==> src/hdl/wsc_pkg.sv <==
package wsc_pkg;

  localparam logic [2:0] CMD_TICK          = 3'd0;
  localparam logic [2:0] CMD_LENGTH_CLOCK  = 3'd1;
  localparam logic [2:0] CMD_REG_WRITE     = 3'd2;
  localparam logic [2:0] CMD_REG_READ      = 3'd3;
  localparam logic [2:0] CMD_PATTERN_WRITE = 3'd4;
  localparam logic [2:0] CMD_PATTERN_READ  = 3'd5;
  localparam logic [2:0] CMD_POWER_OFF     = 3'd6;

  localparam logic [7:0] REG_DAC     = 8'h1A;
  localparam logic [7:0] REG_LENGTH  = 8'h1B;
  localparam logic [7:0] REG_VOLUME  = 8'h1C;
  localparam logic [7:0] REG_FREQ_LO = 8'h1D;
  localparam logic [7:0] REG_FREQ_HI = 8'h1E;

  localparam logic [7:0]  READ_IDLE      = 8'hFF;
  localparam logic [7:0]  DAC_READ_MASK  = 8'h7F;
  localparam logic [7:0]  VOL_READ_MASK  = 8'h9F;
  localparam logic [7:0]  FREQ_READ_MASK = 8'h87;
  localparam logic [11:0] PERIOD_BASE    = 12'd2048;
  localparam logic [8:0]  LENGTH_FULL    = 9'd256;
  localparam logic [12:0] TIMER_RESET    = 13'd4096;

  localparam int unsigned PATTERN_BYTES = 16;

  typedef struct packed {
    logic [2:0] cmd;
    logic [7:0] reg_address;
    logic [3:0] pattern_offset;
    logic [7:0] write_data;
  } wsc_in_t;

  typedef struct packed {
    logic [7:0] read_data;
    logic [3:0] sample_out;
    logic       channel_active;
  } wsc_out_t;

  function automatic logic [12:0] reload_value(input logic [10:0] period);
    logic [11:0] diff;
    diff = PERIOD_BASE - {1'b0, period};
    return {diff, 1'b0};
  endfunction

endpackage

==> src/hdl/wavetable_sound_channel_core.sv <==
// Wavetable sound channel with 16 bytes of pattern RAM holding 32 four-bit samples.
// Input channel (in_valid/in_ready/in_data): one beat carries a command, a register
// address, a pattern offset and a write byte. Commands are tick, length clock,
// register write and read, pattern write and read, and power off.
// Output channel (out_valid/out_ready/out_data): exactly one beat per input beat,
// carrying the read byte (0xFF for non-read commands), the current output sample
// and the channel active flag, all as they stand after the command.
// A result is registered in the output register, or in the second buffer entry
// on a stall. Throughput is one beat per cycle while in_ready is high; every command
// is handled in a single pass of logic between state and output registers.
// A two-entry output buffer lets the block take a new beat while a result waits;
// in_ready drops only when both entries are full, so a stalled receiver holds
// results in order and nothing is lost.
// Synchronous reset clears all channel state and the pattern RAM, loads the
// period timer with 4096 and empties the output buffer.
module wavetable_sound_channel_core (
  input  logic              clk,
  input  logic              rst_n,
  input  logic              in_valid,
  output logic              in_ready,
  input  wsc_pkg::wsc_in_t  in_data,
  output logic              out_valid,
  input  logic              out_ready,
  output wsc_pkg::wsc_out_t out_data
);
  import wsc_pkg::*;

  logic [12:0] timer_r, timer_nxt;
  logic [4:0]  pos_r, pos_nxt;
  logic [8:0]  length_r, length_nxt;
  logic        on_r, on_nxt;
  logic        dac_r, dac_nxt;
  logic [1:0]  vol_r, vol_nxt;
  logic [10:0] period_r, period_nxt;
  logic        len_en_r, len_en_nxt;
  logic [3:0]  sample_r, sample_nxt;
  logic [7:0]  pattern_r [PATTERN_BYTES];

  wsc_out_t    out_r, skid_r, result;
  logic        out_valid_r, skid_valid_r;
  logic        accept, pop;

  logic [12:0] timer_dec;
  logic [4:0]  tick_pos;
  logic [3:0]  rd_index;
  logic [7:0]  rd_byte;
  logic [3:0]  nibble;
  logic [1:0]  shift_amt;
  logic [7:0]  read_nxt;

  assign in_ready  = !skid_valid_r;
  assign accept    = in_valid && in_ready;
  assign pop       = out_valid_r && out_ready;
  assign out_valid = out_valid_r;
  assign out_data  = out_r;

  assign timer_dec = timer_r - 13'd1;
  assign tick_pos  = (timer_dec == 13'd0) ? pos_r + 5'd1 : pos_r;
  assign rd_index  = (in_data.cmd == CMD_TICK) ? tick_pos[4:1] : in_data.pattern_offset;
  assign rd_byte   = pattern_r[rd_index];
  assign nibble    = tick_pos[0] ? rd_byte[7:4] : rd_byte[3:0];
  assign shift_amt = vol_r - 2'd1;

  always_comb begin
    timer_nxt  = timer_r;
    pos_nxt    = pos_r;
    length_nxt = length_r;
    on_nxt     = on_r;
    dac_nxt    = dac_r;
    vol_nxt    = vol_r;
    period_nxt = period_r;
    len_en_nxt = len_en_r;
    sample_nxt = sample_r;
    read_nxt   = READ_IDLE;
    case (in_data.cmd)
      CMD_TICK: begin
        if (timer_dec == 13'd0) begin
          timer_nxt = reload_value(period_r);
          pos_nxt   = pos_r + 5'd1;
        end else begin
          timer_nxt = timer_dec;
        end
        if (on_r && vol_r != 2'd0 && dac_r) begin
          sample_nxt = nibble >> shift_amt;
        end else begin
          sample_nxt = 4'd0;
        end
      end
      CMD_LENGTH_CLOCK: begin
        if (length_r != 9'd0 && len_en_r) begin
          length_nxt = length_r - 9'd1;
          if (length_r == 9'd1) begin
            on_nxt = 1'b0;
          end
        end
      end
      CMD_REG_WRITE: begin
        case (in_data.reg_address)
          REG_DAC:     dac_nxt = in_data.write_data[7];
          REG_LENGTH:  length_nxt = LENGTH_FULL - {1'b0, in_data.write_data};
          REG_VOLUME:  vol_nxt = in_data.write_data[6:5];
          REG_FREQ_LO: period_nxt = {period_r[10:8], in_data.write_data};
          REG_FREQ_HI: begin
            period_nxt = {in_data.write_data[2:0], period_r[7:0]};
            len_en_nxt = in_data.write_data[6];
            if (in_data.write_data[7]) begin
              on_nxt    = 1'b1;
              timer_nxt = reload_value(period_nxt);
              pos_nxt   = 5'd0;
              if (length_r == 9'd0) begin
                length_nxt = LENGTH_FULL;
              end
            end
          end
          default: ;
        endcase
      end
      CMD_REG_READ: begin
        case (in_data.reg_address)
          REG_DAC:     read_nxt = {dac_r, 7'd0} | DAC_READ_MASK;
          REG_VOLUME:  read_nxt = {1'b0, vol_r, 5'd0} | VOL_READ_MASK;
          REG_FREQ_HI: read_nxt = {1'b0, len_en_r, 6'd0} | FREQ_READ_MASK;
          default:     read_nxt = READ_IDLE;
        endcase
      end
      CMD_PATTERN_READ: read_nxt = rd_byte;
      CMD_POWER_OFF: begin
        dac_nxt    = 1'b0;
        vol_nxt    = 2'd0;
        period_nxt = 11'd0;
        len_en_nxt = 1'b0;
      end
      default: ;
    endcase
    result.read_data      = read_nxt;
    result.sample_out     = sample_nxt;
    result.channel_active = on_nxt;
  end

  always_ff @(posedge clk) begin
    if (!rst_n) begin
      timer_r  <= TIMER_RESET;
      pos_r    <= 5'd0;
      length_r <= 9'd0;
      on_r     <= 1'b0;
      dac_r    <= 1'b0;
      vol_r    <= 2'd0;
      period_r <= 11'd0;
      len_en_r <= 1'b0;
      sample_r <= 4'd0;
      for (int i = 0; i < PATTERN_BYTES; i++) begin
        pattern_r[4'(i)] <= 8'd0;
      end
    end else if (accept) begin
      timer_r  <= timer_nxt;
      pos_r    <= pos_nxt;
      length_r <= length_nxt;
      on_r     <= on_nxt;
      dac_r    <= dac_nxt;
      vol_r    <= vol_nxt;
      period_r <= period_nxt;
      len_en_r <= len_en_nxt;
      sample_r <= sample_nxt;
      if (in_data.cmd == CMD_PATTERN_WRITE) begin
        pattern_r[in_data.pattern_offset] <= in_data.write_data;
      end
    end
  end

  always_ff @(posedge clk) begin
    if (!rst_n) begin
      out_valid_r  <= 1'b0;
      skid_valid_r <= 1'b0;
    end else if (skid_valid_r) begin
      if (pop) begin
        skid_valid_r <= 1'b0;
      end
    end else if (accept) begin
      if (!out_valid_r || pop) begin
        out_valid_r <= 1'b1;
      end else begin
        skid_valid_r <= 1'b1;
      end
    end else if (pop) begin
      out_valid_r <= 1'b0;
    end
  end

  always_ff @(posedge clk) begin
    if (skid_valid_r) begin
      if (pop) begin
        out_r <= skid_r;
      end
    end else if (accept) begin
      if (!out_valid_r || pop) begin
        out_r <= result;
      end else begin
        skid_r <= result;
      end
    end
  end

endmodule

==> config.mk <==
export PLATFORM = sky130hd
export DESIGN_NAME = wavetable_sound_channel_core
export DESIGN_NICKNAME = d
export VERILOG_FILES = /design/src/hdl/wsc_pkg.sv /design/src/hdl/wavetable_sound_channel_core.sv
export SDC_FILE = /design/constraint.sdc
export NUM_CORES = 1
export LEC_CHECK = 0
export BUFFER_PORTS_ARGS = -buffer_cell sky130_fd_sc_hd__buf_2
export CORE_MARGIN = 2
export CORE_UTILIZATION = 50
export CTS_BUF_LIST = sky130_fd_sc_hd__clkbuf_8
export DETAILED_ROUTE_END_ITERATION = 8
export GPL_TIMING_DRIVEN = 0
export PLACE_DENSITY = 0.67
export SKIP_CTS_REPAIR_TIMING = 1
export SLEW_MARGIN = 20
export SYNTH_ARGS = -nofsm -noshare
export SYNTH_HDL_FRONTEND = slang
export SYNTH_SLANG_ARGS = --single-unit
==> constraint.sdc <==
create_clock -name clk -period 8.8 [get_ports clk]
set_input_delay 1.76 -clock clk [delete_from_list [all_inputs] [get_ports clk]]
set_output_delay 1.76 -clock clk [all_outputs]
set_load 0.02 [all_outputs]
=== Yosys cells after proc, flatten, opt, wreduce, memory -nomap -nowiden ===
Memories as Yosys holds them, arrays and structs flattened.
Index checks and enable logic that the tools add are counted.

* Output and inout port bits: 15
* Memories: 1
* Bits in writable memories: 128
* Register bits: 75
* Bits in read-only memories: 0
* Latch bits: 0
* Bits of input ports: 27
* Word-level logic and storage cells: 135

* Bitwise logic cells: 2
* Magnitude comparators: 0
* Mux-type cells: 51
* Multiply operators: 0
* Equality and inequality tests: 25
* Divide/modulo/power cells: 0
* $add $sub $neg: 7
* Shifts and indexed selects: 1
* Reductions and logical operators: 30

{| class="wikitable"
|+ Memories
! name !! depth !! bits a word !! rd ports !! clocked after memory_dff !! wr ports !! line !! RTL
|-
| pattern_r || 16 || 8 || 1 || 0 || 16 || wavetable_sound_channel_core.sv:37 || <nowiki>logic [7:0] pattern_r [PATTERN_BYTES];</nowiki>
|}

{| class="wikitable"
|+ Operator list
! kind !! count
|-
| two-way mux 13 bit || 7
|-
| one-hot mux 11 bit (2 select lines) || 2
|-
| == test 8 x 5 -> 1 bit (second input constant) || 5
|-
| one-hot mux 9 bit (2 select lines) || 2
|-
| two-way mux 9 bit || 3
|-
| one-hot mux 13 bit (2 select lines) || 1
|-
| one-hot mux 8 bit (3 select lines) || 1
|-
| subtractor 12 x 11 -> 12 bit (first input constant) || 2
|-
| two-way mux 4 bit || 5
|-
| two-way mux 1 bit || 19
|-
| AND reduction 3 bit || 6
|-
| one-hot mux 8 bit (2 select lines) || 1
|-
| two-way mux 5 bit || 3
|-
| != test 2 bit (second input constant) || 7
|-
| nonzero test 2 bit || 7
|-
| logical NOT 13 bit || 1
|-
| subtractor 13 x 1 -> 13 bit (second input constant) || 1
|-
| AND reduction 4 bit || 3
|-
| one-hot mux 5 bit (2 select lines) || 1
|-
| == test 3 bit (second input constant) || 3
|-
| == test 9 x 1 -> 1 bit (second input constant) || 1
|-
| logical NOT 9 bit || 1
|-
| nonzero test 9 bit || 1
|-
| subtractor 9 x 1 -> 9 bit (second input constant) || 1
|-
| 20 further kinds || 32
|}

=== Depth between registers and ports, before layout ===
An unclocked memory read counts as a cell.

* Word-level depth: 12
* Mapped depth: 20
* Depth with buffers taken out: 14

=== Worst setup path after synthesis ===
No wires, ideal clock.

* Path kind: input port to flip-flop
* Start point: in in_data[21] in the netlist's numbering
* End point: reg out_r, in the netlist out_data[3], data pin
* Library setup time: 0.260 ns
* Buffers on the path: 2
* Setup slack: 4.139 ns
* Arrival time: 4.402 ns
* Data required time: 8.540 ns
* Cell stages on the path: 13
* Cell sequence: clkbuf_1 -> or3_1 -> clkbuf_1 -> nor3b_1 -> a21oi_1 -> o211a_2 -> nor3_1 -> a22oi_1 -> a21oi_1 -> a211oi_2 -> a211oi_2 -> o41ai_2 -> mux2_2

* Longest elaborated chain between the ends: 10

{| class="wikitable"
|+ RTL lines
! item !! line !! RTL
|-
| start, declared || wavetable_sound_channel_core.sv:21 || <nowiki>input wsc_pkg::wsc_in_t in_data,</nowiki>
|-
| logical NOT 3 bit * || wavetable_sound_channel_core.sv:59, wavetable_sound_channel_core.sv:75 ||
|-
| two-way mux 4 bit || wavetable_sound_channel_core.sv:59 || <nowiki>assign rd_index = (in_data.cmd == CMD_TICK) ? tick_pos[4:1] : in_data.pattern_offset;</nowiki>
|-
| memory (16 x 8 bit) || - ||
|-
| two-way mux 4 bit || wavetable_sound_channel_core.sv:61 || <nowiki>assign nibble = tick_pos[0] ? rd_byte[7:4] : rd_byte[3:0];</nowiki>
|-
| right shift 4 x 2 -> 4 bit || wavetable_sound_channel_core.sv:84 || <nowiki>sample_nxt = nibble >> shift_amt;</nowiki>
|-
| two-way mux 4 bit || wavetable_sound_channel_core.sv:83 || <nowiki>if (on_r && vol_r != 2'd0 && dac_r) begin</nowiki>
|-
| two-way mux 4 bit * || wavetable_sound_channel_core.sv:75 || <nowiki>case (in_data.cmd)</nowiki>
|-
| named net sample_nxt[2] || wavetable_sound_channel_core.sv:36 || <nowiki>logic [3:0] sample_r, sample_nxt;</nowiki>
|-
| two-way mux 13 bit * || wavetable_sound_channel_core.sv:195 || <nowiki>if (!out_valid_r || pop) begin</nowiki>
|-
| two-way mux 13 bit * || wavetable_sound_channel_core.sv:194 || <nowiki>end else if (accept) begin</nowiki>
|-
| two-way mux 13 bit * || wavetable_sound_channel_core.sv:190 || <nowiki>if (skid_valid_r) begin</nowiki>
|-
| end signal, assigned || wavetable_sound_channel_core.sv:192 || <nowiki>out_r <= skid_r;</nowiki>
|-
| end signal, assigned || wavetable_sound_channel_core.sv:196 || <nowiki>out_r <= result;</nowiki>
|-
| end, declared || wavetable_sound_channel_core.sv:39 || <nowiki>wsc_out_t out_r, skid_r, result;</nowiki>
|}

The timed path passes the listed nets; every way through them passes the cells marked *. The select of a mux whose other input is x is not followed.
A chain may end at the register's enable or synchronous reset.

=== Worst setup path in the final report ===
Ends and elaborated chain as after synthesis.

==> summary.md <==
The flow ran to the end, and the final reports show no timing, DRC or antenna violations. For the share of synthesized area occupied by flip-flops and latches, the log shows 50.5%. The maximum root-to-sink buffer count is 3, and the internal cell power is 1630 uW.

The die covers 23400 um^2. The post-synthesis share of cell area spent on xor and xnor gates is 2.21%. The fill cell total of the finished layout was 1971; the count of port buffers added during placement was 36.

The average vias per placed instance is 6.06, and the ratio of total power to cell area is 182 nW/um^2. The main combinational cell family by area after synthesis is simple AND/OR/NAND/NOR gates. At the worst endpoint, the arrival time is 5.77 ns. After detailed routing, the number of remaining DRC violations is 0. The maximum ir drop on the vdd rail came out at 0.0893 mV. The total overflow left after global routing is 0. The endpoint identified for the worst register-to-register timing path is out_data[3].

In this run the horizontal extent of the chip is 153 um. The height of the die was 153 um. The region available for standard cell placement spans 21800 um^2.

The beginning of the critical path is in_data[21]. The total via count after detailed routing is 8850, and the fraction of the mapped netlist area in compound gates is 13.5%. Slew at the pin closest to its max-slew limit: 1.11 ns.

The number of unique standard cell types used by synthesis came out at 87. The number of DRC markers in iteration 0 is 1091, and the area growth from synthesis to final layout is 11.2%. The tools report the final count of hold timing violations as 0. The worst setup path is launched from an input pin. The floorplan has 54 rows. The clock arrives with 0.0319 ns of skew. Multiplexer cells account for 6.69% of the synthesized area. Counting every instance in the synthesized netlist gives 1076. After layout, the worst path uses 62.5% of the clock period.

The logs give 14.2% for the fraction of power consumed by combinational cells and 0.182 GHz for the highest achievable clock rate. The synthesized-area fraction occupied by and/or/nand/nor cells works out to 22.3%. The post-route netlist has 12.9% of its cells at a drive strength greater than 1. After detailed routing, the average wire length per cell comes to 21.9 um. The first TritonRoute pass finished after 5 iterations. Endpoint of the most critical setup path: out_data[3]. The run gives 0 as the final number of setup-violating endpoints. The class of the tightest hold or removal check was register to register. Across the run, the number of max-cap violations was 0. Net count of the finished layout: 1187. The run gives 0 as the number of slew-limit violations in the final report.

The largest total area in the synthesized netlist belongs to edfxtp_1. Entering global routing, the biggest net connects 14 pins. The via count of the first global-routing pass was 8464. After synthesis, the cell types taking the most area are edfxtp_1 42%, dfxtp_1 8.8%, and2_1 5.8%. The switching portion of total power came out at 27.6%. The library cell used most frequently in the layout, excluding fill and tap cells, is edfxtp_1. STA puts the critical path data required time at 9.07 ns. The tools report the post-synthesis net count as 1111. The share of the synthesized area in the top cell type is 41.6%. Of the total synthesized cell area, the portion taken by full adders, half adders and majority gates is 0.901%.

The Yosys step of the flow raised 0 warnings. Setup repair after global routing left no endpoint under its margin. The worst setup path is captured at a register. Detailed-placement wirelength estimate: 22.8 mm.

For this design the static power due to leakage is 0.00466 uW. The headroom to the max-slew limit was 25.5%. TritonCTS built the clock tree. TritonCTS created 36 clock buffers.

In the global route stage, overall resource usage came out at 27.0%. The wire length of the first global-routing pass is 49.0 mm, and the maximum fanout count along the critical path is 10. The average instance in the mapped netlist occupies 10.3 um^2.

The register bit count reported by yosys came out at 203. The final core utilization was 56.6%. The critical path in this run is classified as input pin to register.

The clock net in this run drives a total of 203 sinks. In this run the power spent charging and discharging nets is 622 uW. The initial antenna violation count is 2. Among all flip-flop cells after synthesis, the most frequent one is edfxtp_1. For the netlist area before placement, the log shows 11100 um^2.

The worst register-to-register path has a setup slack of 3.52 ns. After layout, the minimum clock period comes to 5.50 ns. The final weighted congestion in routability-driven placement was 0.911. The sequential fraction of design power was 47.7%; the number of synthesized flops with an enable pin was 154. Once the floorplan was initialized, standard cells occupied 50.9% of the core. The clock slew seen by the registers of the worst setup and hold paths is 0.06 ns. In this run the count of I/O pins placed on the die edge is 42. For this block, the routed nets add up to 31.9 mm of wire.

The run gives 0 as the post-detailed-route count of antenna-violating nets. The CTS H-tree depth was 2. The root buffer cell chosen for the clock tree is clkbuf_8. Share of synthesized registers carrying an async set or reset: 0%.

Launch point of the worst reg-to-reg path: timer_r[0]. For the final routed database, the setup TNS stands at 0 ns. Measured in cells, the most critical reg-to-reg path has a length of 16. Of the total power, the clock network draws 38.1%.

In the layout the commonest cells are 154 x edfxtp_1, 103 x and2_1, 87 x nand2_1. At the later pin of the worst-skew pair, clock insertion delay measures 0.53 ns.
-- state kept, by name, summed over array words and instances (netlist names), 2 cells and up --
signal / cells
length_r: 9
out_data: 13
pattern_r: 128
period_r: 11
pos_r: 5
sample_r: 4
skid_r: 13
timer_r: 13
vol_r: 2
-- metrics by stage --
stage / total power [uW] / cell area [um^2] / hold WS [ns] / worst slack [ns] / instances
6_report: 2250 / 12400 / 0.505 / 3.30 / 1460
5_1_grt: 2320 / 12400 / 0.529 / 3.23 / 1460
4_1_cts: 2250 / 12300 / 0.504 / 3.47 / 1458
3_5_place_dp: 1410 / 11700 / 0.494 / 2.94 / 1394
3_3_place_gp: 1400 / 11600 / 0.489 / 2.94 / 1392
2_1_floorplan: 1310 / 11100 / 0.460 / 4.14 / 1076
-- cells in the mapped netlist (9+ instances only) --
library cell and count:
a21boi_0 11, a21oi_1 52, a22oi_1 28, and2_1 103, clkbuf_1 56, dfxtp_1 49
edfxtp_1 154, inv_1 20, mux2_2 10, mux2i_1 57, nand2_1 87, nand2b_1 13
nand3_1 27, nand4_1 12, nor2_1 77, nor2b_1 10, nor3_1 52, nor4_1 19
o21ai_0 42, or3_1 10, xnor2_1 19, xor2_1 9
-- power by group through the flow --
stage / sequential, uW / combinational [uW] / clock [uW]
final: 1070 / 320 / 858
after floorplan: 1100 / 212 / 0
after global routing: 1080 / 345 / 903
after global placement: 1090 / 309 / 0
after CTS: 1070 / 314 / 864
after detailed placement: 1090 / 313 / 0
-- worst max-delay path, cell delays in order --
cell,delay [ns]
clkbuf_1,0.39
or3_1,0.27
clkbuf_1,0.46
nor3b_1,0.13
a21oi_1,0.24
o211ai_2,0.27
nor3_1,0.81
a22oi_1,0.18
a21oi_1,0.28
nor2_1,0.18
a211oi_2,0.34
o41ai_2,0.15
mux2_2,0.28
-- routing by layer --
layer | wire [um] | GRT usage, % | up-vias
met5 | 0 | 0 | -
li1 | - | - | 4129
met3 | 2790 | 5.13 | 58
met4 | 755 | 8.47 | 0
met1 | 13900 | 38.7 | 4264
met2 | 14500 | 41.7 | 399
-- area by class of cell --
class                   count  area (um^2)  area share, %
flip-flops and latches    203         5610           45.4
multi-input cells         779         5080           41.1
clock buffers              38          523           4.23
plain buffers              71          350           2.84
well taps                 280          350           2.84
repair buffers             38          195           1.58
clock inverters            26          160           1.30
inverters                  23         86.3          0.699
diodes                      2         5.00         0.0405
-- how the worst min path moves through the flow --
stage	from	end	slack (ns)	cells past startpoint
2_1_floorplan	period_r[5]	period_r[5]	0.46	2
3_3_place_gp	sample_r[3]	sample_r[3]	0.49	1
3_5_place_dp	sample_r[3]	sample_r[3]	0.49	1
4_1_cts	len_en_r	len_en_r	0.50	2
5_1_grt	sample_r[3]	sample_r[3]	0.53	1
6_report	len_en_r	len_en_r	0.51	2
-- kinds of logic (layout without fill, tap and decap cells) --
| kind of cell | count (synthesis) | count (layout) |
|---|---|---|
| AND/OR/NAND/NOR | 459 | 459 |
| AO/OA/AOI/OAI | 214 | 214 |
| flip-flops | 203 | 203 |
| buffers and inverters | 94 | 196 |
| multiplexers | 70 | 70 |
| XOR/XNOR | 28 | 28 |
| adder cells (fa/ha/maj) | 8 | 8 |
| other | 0 | 2 |
Power figures use the tool's default switching activity.
